**src/sv/joint_jerk_limited_motion_shaper_defines.svh**
```systemverilog
// assertion macros for the joint motion shaper
// no dependencies; included by modules that carry assertions
`ifndef JOINT_JERK_LIMITED_MOTION_SHAPER_DEFINES_SVH
`define JOINT_JERK_LIMITED_MOTION_SHAPER_DEFINES_SVH
`ifndef SYNTH
`define JJ_ASSERT_IMP(label, clk, rst_n, ante, cons) \
    label: assert property (@(posedge clk) disable iff (!rst_n) (ante) |-> (cons)) \
        else $error("assertion failed");
`define JJ_ASSERT_NXT(label, clk, rst_n, ante, cons) \
    label: assert property (@(posedge clk) disable iff (!rst_n) (ante) |=> (cons)) \
        else $error("assertion failed");
`else
`define JJ_ASSERT_IMP(label, clk, rst_n, ante, cons)
`define JJ_ASSERT_NXT(label, clk, rst_n, ante, cons)
`endif
`endif

```
**src/sv/jjms_pkg.sv**
```systemverilog
// shared types, constants and helpers of the joint motion shaper
// no dependencies
package jjms_pkg;

    localparam int LEG_COUNT_DEF = 6;
    localparam int JOINTS_PER_LEG = 3;
    localparam int LIMIT_W = 21;
    localparam int CFG_DATA_W = 63;
    localparam int CFG_ADDR_W = 3;
    localparam logic [16:0] UNITY = 17'd65536;

    localparam logic [CFG_ADDR_W-1:0] REG_VEL_LIM = 3'd0;
    localparam logic [CFG_ADDR_W-1:0] REG_ACC_LIM = 3'd1;
    localparam logic [CFG_ADDR_W-1:0] REG_JERK_LIM = 3'd2;
    localparam logic [CFG_ADDR_W-1:0] REG_VEL_GAIN = 3'd3;
    localparam logic [CFG_ADDR_W-1:0] REG_ACC_GAIN = 3'd4;
    localparam logic [CFG_ADDR_W-1:0] REG_TIME_STEP = 3'd5;
    localparam logic [CFG_ADDR_W-1:0] REG_STEP_RATE = 3'd6;

    typedef enum logic [3:0] {
        ST_IDLE,
        ST_READ,
        ST_UP_V,
        ST_UP_VF,
        ST_UP_A,
        ST_UP_AF,
        ST_LM_V,
        ST_LM_A,
        ST_LM_J,
        ST_LM_LA,
        ST_LM_LV,
        ST_LM_ANG,
        ST_WRITE,
        ST_OUT
    } state_t;

    // controller to datapath
    typedef struct packed {
        logic   load;
        logic   read;
        state_t step;
        logic   commit;
        logic   out_load;
    } cmd_t;

    // datapath to controller
    typedef struct packed {
        logic in_range;
        logic op_update;
        logic was_valid;
    } stat_t;

    function automatic logic signed [31:0] sat32(input logic signed [65:0] v);
        if (v > 66'sd2147483647) return 32'sh7fffffff;
        if (v < -66'sd2147483648) return 32'sh80000000;
        return v[31:0];
    endfunction

    // divide by 65536 rounding half away from zero, saturate
    function automatic logic signed [31:0] round_q16(input logic signed [65:0] p);
        logic        neg;
        logic [65:0] m;
        logic signed [66:0] r;
        neg = p[65];
        m = neg ? 66'(-p) : 66'(p);
        m = (m + 66'd32768) >> 16;
        r = neg ? -$signed({1'b0, m}) : $signed({1'b0, m});
        return sat32(r[65:0]);
    endfunction

endpackage

```
**src/sv/jjms_ctrl.sv**
```systemverilog
// controller state machine of the joint motion shaper
// depends on jjms_pkg and the assertion header
`include "joint_jerk_limited_motion_shaper_defines.svh"
module jjms_ctrl
    import jjms_pkg::*;
(
    input  logic  clk,
    input  logic  rst_n,
    input  logic  in_fire,
    input  logic  out_fire,
    input  logic  out_full,
    input  stat_t stat,
    output logic  busy,
    output cmd_t  cmd
);

    state_t state_reg, state_next;

    // state register
    always_ff @(posedge clk or negedge rst_n)
    begin
        if (!rst_n)
            state_reg <= ST_IDLE;
        else
            state_reg <= state_next;
    end

    // next state and commands
    always_comb
    begin
        state_next = state_reg;
        cmd = '0;
        cmd.step = state_reg;
        busy = (state_reg != ST_IDLE);
        unique case (state_reg)
            ST_IDLE:
            begin
                cmd.load = in_fire;
                if (in_fire) state_next = ST_READ;
            end
            ST_READ:
            begin
                cmd.read = 1'b1;
                if (!stat.in_range) state_next = ST_OUT;
                else if (stat.op_update)
                    state_next = stat.was_valid ? ST_UP_V : ST_WRITE;
                else
                    state_next = stat.was_valid ? ST_LM_V : ST_OUT;
            end
            ST_UP_V:   state_next = ST_UP_VF;
            ST_UP_VF:  state_next = ST_UP_A;
            ST_UP_A:   state_next = ST_UP_AF;
            ST_UP_AF:  state_next = ST_WRITE;
            ST_LM_V:   state_next = ST_LM_A;
            ST_LM_A:   state_next = ST_LM_J;
            ST_LM_J:   state_next = ST_LM_LA;
            ST_LM_LA:  state_next = ST_LM_LV;
            ST_LM_LV:  state_next = ST_LM_ANG;
            ST_LM_ANG: state_next = ST_OUT;
            ST_WRITE:
            begin
                cmd.commit = 1'b1;
                state_next = ST_OUT;
            end
            ST_OUT:
            begin
                if (!out_full || out_fire)
                begin
                    cmd.out_load = 1'b1;
                    state_next = ST_IDLE;
                end
            end
            default: state_next = ST_IDLE;
        endcase
    end

    `JJ_ASSERT_IMP(a_load_idle, clk, rst_n, cmd.load, state_reg == ST_IDLE)
    `JJ_ASSERT_NXT(a_out_to_idle, clk, rst_n, cmd.out_load, state_reg == ST_IDLE)
    `JJ_ASSERT_NXT(a_commit_out, clk, rst_n, cmd.commit, state_reg == ST_OUT)

endmodule

```
**config.mk**
```make
export PLATFORM = sky130hd
export DESIGN_NAME = jjms_ctrl
export DESIGN_NICKNAME = d
export VERILOG_FILES = /design/src/sv/jjms_pkg.sv /design/src/sv/jjms_ctrl.sv
export VERILOG_INCLUDE_DIRS = /design/src /design/src/sv
export SDC_FILE = /design/constraint.sdc
export NUM_CORES = 1
export LEC_CHECK = 0
export ABC_AREA = 1
export BUFFER_PORTS_ARGS = -buffer_cell sky130_fd_sc_hd__buf_2
export CORE_AREA = 2 2 39 41
export DETAILED_ROUTE_END_ITERATION = 10
export DIE_AREA = 0 0 41 43
export SYNTH_ARGS = -nofsm -noshare
export SYNTH_HDL_FRONTEND = slang
export SYNTH_SLANG_ARGS = --single-unit
```
**constraint.sdc**
```tcl
create_clock -name clk -period 1.19 [get_ports clk]
set_clock_uncertainty 0.15 [all_clocks]
set_input_delay 0.2975 -clock clk [delete_from_list [all_inputs] [get_ports clk]]
set_output_delay 0.2975 -clock clk [all_outputs]
set_load 0.005 [all_outputs]
```
======== Word level (Yosys, flattened, before mapping) ========
Cells that the tools add are included.
cells by class
  eq/ne operators ......................... 15
  reductions and logical operators ........ 6
  mux-type cells .......................... 12
operators by type and width
  operator                                                         number
  4-bit one-hot mux with 13 select lines                           1
  4-bit == test, second input constant                             6
  4-bit two-way mux                                                6
  4-bit by 3-bit == test with 1-bit output, second input constant  4
  4-bit by 2-bit == test with 1-bit output, second input constant  2
  1-bit two-way mux                                                5
  4-bit by 1-bit == test with 1-bit output, second input constant  1
  4-bit zero test                                                  1
  2-bit inequality test, second input constant                     2
  4-bit nonzero test                                               1
  2-bit AND reduction                                              1
  2-bit OR reduction                                               1
  1-bit zero test                                                  1
  1-bit logical OR                                                 1
word-level totals
  input bits .............................. 8
  word-level logic and storage cells ...... 34
  flip-flop bits (word level) ............. 4

======== Logic depth before layout (Yosys ltp) ========
  word-level depth ........................ 4
  gate-level depth with buffers ........... 7
  gate-level depth less buffers ........... 7

======== Worst setup path before layout ========
No wires, ideal clock.
  path kind ............................... reg2out
  from .................................... register state_reg[1]
  to ...................................... output port cmd[7] (netlist name)
  required time ........................... 742 ps
  stages on the path, launching flop included .. 4
  arrival ................................. 874 ps
  setup slack ............................. -131 ps
  cells stage by stage .................... dfrtp_1 -> nor2_2 -> nand2_1 -> nor2_1
RTL lines
  element                   line             RTL
  start: declaration        jjms_ctrl.sv:17  state_t state_reg, state_next;
  start signal: assignment  jjms_ctrl.sv:25  state_reg <= state_next;
  end: declaration          jjms_ctrl.sv:14  output cmd_t cmd

==> metrics.txt <==
# TYPE chip_impl_metric gauge
chip_impl_metric{name="crit_required",unit="ps"} 740
chip_impl_metric{name="gp_routability_congestion",unit=""} 0.7812
chip_impl_metric{name="via_count_of_the_first_global_routing_pass",unit=""} 425
chip_impl_info{name="critPathKind",value="reg -> out"} 1
chip_impl_metric{name="critical_path_buf_inv_count",unit=""} 1
chip_impl_metric{name="synth_cells",unit=""} 49
chip_impl_metric{name="cts_buffers",unit=""} 3
chip_impl_metric{name="setup_total_negative_slack",unit="ps"} -3055
chip_impl_metric{name="synth.top_cell.area_share",unit=""} 0.3065
chip_impl_metric{name="die_w",unit="um"} 41
chip_impl_metric{name="cts.htree.levels",unit=""} 1
chip_impl_metric{name="syn-num-nets",unit=""} 57
chip_impl_metric{name="drt_pass1_iterations",unit=""} 4
chip_impl_metric{name="slew_headroom",unit=""} 0.8813
chip_impl_metric{name="timing.final.crit_period",unit="ps"} 1541
chip_impl_metric{name="detail_route.vias_per_cell",unit=""} 4.495
chip_impl_metric{name="design_power_total",unit="uW"} 1822
chip_impl_metric{name="floorplan.die_area",unit="um^2"} 1763
chip_impl_metric{name="mappedNetlistArea",unit="um^2"} 326.6
chip_impl_metric{name="core_region_area",unit="um^2"} 1384
chip_impl_metric{name="cellPowerDensity",unit="nW/um^2"} 2652
chip_impl_info{name="synth_commonest_cells",value="sky130_fd_sc_hd__nand2_1, sky130_fd_sc_hd__inv_1, sky130_fd_sc_hd__nor2_1"} 1
chip_impl_metric{name="num-nets-final",unit=""} 93
chip_impl_metric{name="cts_num_sinks",unit=""} 4
chip_impl_metric{name="detail_route.wl_per_cell",unit="um"} 9.818
chip_impl_metric{name="number_of_flip_flops_in_the_largest_register",unit=""} 4
chip_impl_metric{name="final-seq-area",unit="um^2"} 105.1
chip_impl_info{name="failed_checks",value="negative setup slack"} 1
chip_impl_metric{name="utilization",unit=""} 0.4964
chip_impl_info{name="cts.root.buffer_cell",value="sky130_fd_sc_hd__clkbuf_4"} 1
chip_impl_info{name="min-delay-path-class",value="in -> reg"} 1
chip_impl_metric{name="synth_cell_types",unit=""} 16
chip_impl_info{name="rsz0062_at_grt",value="true"} 1
chip_impl_metric{name="ant_nets",unit=""} 0
chip_impl_metric{name="multi_input_comb_area",unit="um^2"} 275.3
chip_impl_metric{name="dpl.cell_count",unit=""} 91
chip_impl_metric{name="clock_latency",unit="ps"} 230
chip_impl_info{name="synth.area.top_cells",value="sky130_fd_sc_hd__dfrtp_1, sky130_fd_sc_hd__nand2_1, sky130_fd_sc_hd__nand3_2, sky130_fd_sc_hd__nor2_2, sky130_fd_sc_hd__inv_1"} 1
chip_impl_metric{name="register_area_share_after_synthesis",unit=""} 0.3065
chip_impl_metric{name="irDropWorstVdd",unit="uV"} 796.8
chip_impl_metric{name="detailedRoute.firstIterationViolations",unit=""} 6
chip_impl_metric{name="ys_warn_count",unit=""} 0
chip_impl_metric{name="antenna-diode-count",unit=""} 0
chip_impl_metric{name="maxClockFrequency",unit="MHz"} 648.9
chip_impl_metric{name="detailed_place_hpwl",unit="um"} 754.8
chip_impl_info{name="cp-end-kind",value="primary output"} 1
chip_impl_metric{name="final-setup-viol-count",unit=""} 13
chip_impl_metric{name="fraction_of_layout_cells_with_a_size_suffix_above_1",unit=""} 0.6988
chip_impl_metric{name="p_leak",unit="uW"} 0.0003485
chip_impl_info{name="outcome",value="finished with violations"} 1
chip_impl_metric{name="layout-area-overhead-vs-synth",unit="%"} 110.3
chip_impl_info{name="yosysMostFrequentCell",value="sky130_fd_sc_hd__nand2_1"} 1
chip_impl_metric{name="grt_max_degree",unit=""} 7
chip_impl_metric{name="fill_cells",unit=""} 129
chip_impl_info{name="cpMaxStageDelayCell",value="sky130_fd_sc_hd__dfrtp_2"} 1
chip_impl_metric{name="path_clk_slew",unit="ps"} 40
chip_impl_metric{name="die_h",unit="um"} 43
chip_impl_metric{name="hold_viol_final",unit=""} 0
chip_impl_info{name="sort_of_element_at_the_start_of_the_critical_path",value="flip-flop"} 1
chip_impl_metric{name="hold_ws",unit="ps"} 219.6
chip_impl_metric{name="fp-row-count",unit=""} 14
chip_impl_info{name="path_delay_family",value="flip-flops"} 1
chip_impl_metric{name="drt_wl_total",unit="um"} 972
chip_impl_metric{name="syn_area_per_cell",unit="um^2"} 6.665
chip_impl_metric{name="maxCapViolations",unit=""} 0
chip_impl_metric{name="cp_slowest_stage_delay",unit="ps"} 440
chip_impl_metric{name="grt_antenna_before_repair",unit=""} 0
chip_impl_metric{name="ys_seq_elements",unit=""} 4
chip_impl_metric{name="path_max_fanout",unit=""} 3
chip_impl_info{name="tritoncts_clock_tree",value="done"} 1
chip_impl_metric{name="grt-ovfl-total",unit=""} 0
chip_impl_metric{name="grt_first_pass_wirelength",unit="um"} 1635
chip_impl_metric{name="num_vias",unit=""} 445
chip_impl_metric{name="data_arrival_time_of_the_critical_path",unit="ps"} 1090
chip_impl_metric{name="max_slew_violation_count",unit=""} 0
chip_impl_info{name="critical_path.cell_chain",value="nor2_4 -> and2_4 -> buf_6"} 1
chip_impl_metric{name="drc_errors",unit=""} 0
chip_impl_metric{name="numPortBuffers",unit=""} 16
chip_impl_metric{name="post-route-period-util",unit=""} 1.295
chip_impl_metric{name="gr-usage-all-layers",unit=""} 0.1319
chip_impl_metric{name="worst_pin_slew",unit="ps"} 176.5
chip_impl_metric{name="cts.path.max_buffers",unit=""} 2
chip_impl_metric{name="synthArstFlopShare",unit=""} 1.000
chip_impl_info{name="synth_top_area_cell",value="sky130_fd_sc_hd__dfrtp_1"} 1
chip_impl_metric{name="initial_core_util",unit=""} 0.2360
chip_impl_metric{name="boundaryPins",unit=""} 17
chip_impl_metric{name="fin_cells",unit=""} 99
chip_impl_metric{name="least_setup_slack_across_all_paths_after_layout",unit="ps"} -351.2
chip_impl_metric{name="number_of_enable_type_register_cells_in_the_synthesized_netlist",unit=""} 0
chip_impl_info{name="dominantRegCellSynth",value="sky130_fd_sc_hd__dfrtp_1"} 1
[per-layer routing]
metal | share of wire | vias to the layer above | wire length (um) | track usage
met2 | 0.54 | 7 | 522 | 0.2250
met3 | 0.020 | 2 | 19 | 0.01571
met5 | 0 | - | 0 | 0
met4 | 0.016 | 0 | 16 | 0.04000
li1 | - | 234 | - | -
met1 | 0.43 | 202 | 414 | 0.1623
[layout by cell type (no fill, tap or decap), drive strengths merged]
master | Yosys | routed
clkbuf | 0 | 3
nor2 | 9 | 9
nand2 | 12 | 12
nor4 | 1 | 1
inv | 7 | 7
dlygate4sd3 | 0 | 1
dfrtp | 4 | 4
nand3 | 7 | 7
clkinv | 1 | 1
nand4 | 1 | 1
o21ai | 3 | 3
o31ai | 1 | 1
and2 | 1 | 1
buf | 0 | 30
a21oi | 2 | 2
[tightest hold or removal path, cell delays in order]
cell and delay (ps):
sky130_fd_sc_hd__buf_2 120, sky130_fd_sc_hd__nand3_4 80, sky130_fd_sc_hd__o31ai_4 60
[logic make-up (layout without fill, tap and decap cells)]
family / after synthesis / in the layout / share of synthesized area
buffers and inverters: 8 / 42 / 0.09575
flip-flops: 4 / 4 / 0.3065
AO/OA/AOI/OAI: 6 / 6 / 0.09961
AND/OR/NAND/NOR: 31 / 31 / 0.4981
[cell type report]
class / count / share of cell area
Clock buffer: 3 / 0.03279
Timing Repair Buffer: 31 / 0.3388
Multi-Input combinational cell: 37 / 0.4007
Inverter: 8 / 0.04554
Sequential cell: 4 / 0.1530
Tap cell: 16 / 0.02914
[worst paths after layout]
path	startpoint	end	slack (ps)	cells after the start
worst max register to register	state_reg[1]	state_reg[0]	-290	8
max in group asynchronous	rst_n	state_reg[1]	480	2
min in group asynchronous	rst_n	state_reg[2]	270	2
worst min-delay path	stat[0]	state_reg[1]	220	3
worst min register to register	state_reg[0]	state_reg[3]	510	4
worst max-delay path	state_reg[2]	cmd[6]	-350	3
[report_power, final]
part           total, uW  switching [uW]  internal, uW
clock                161            48.9           112
sequential           362             138           224
combinational       1300             582           717
[metrics by stage]
stage                     worst slack [ps]  instance area (um^2)
after floorplan                     -41.25                 352.8
after global placement              -120.2                 528.0
after detailed placement            -122.0                 528.0
after CTS                           -354.9                 641.9
after global routing                -421.5                 686.9
final                               -351.2                 686.9
[what timing repair did]
action	CTS	global route
pin swaps	4	3
endpoints found under the setup margin	13	13
hold endpoints to repair	4	0
resized for setup	14	9
hold buffers	1	0
setup buffers	2	3
No activity file was read; power rests on OpenSTA's default activity.
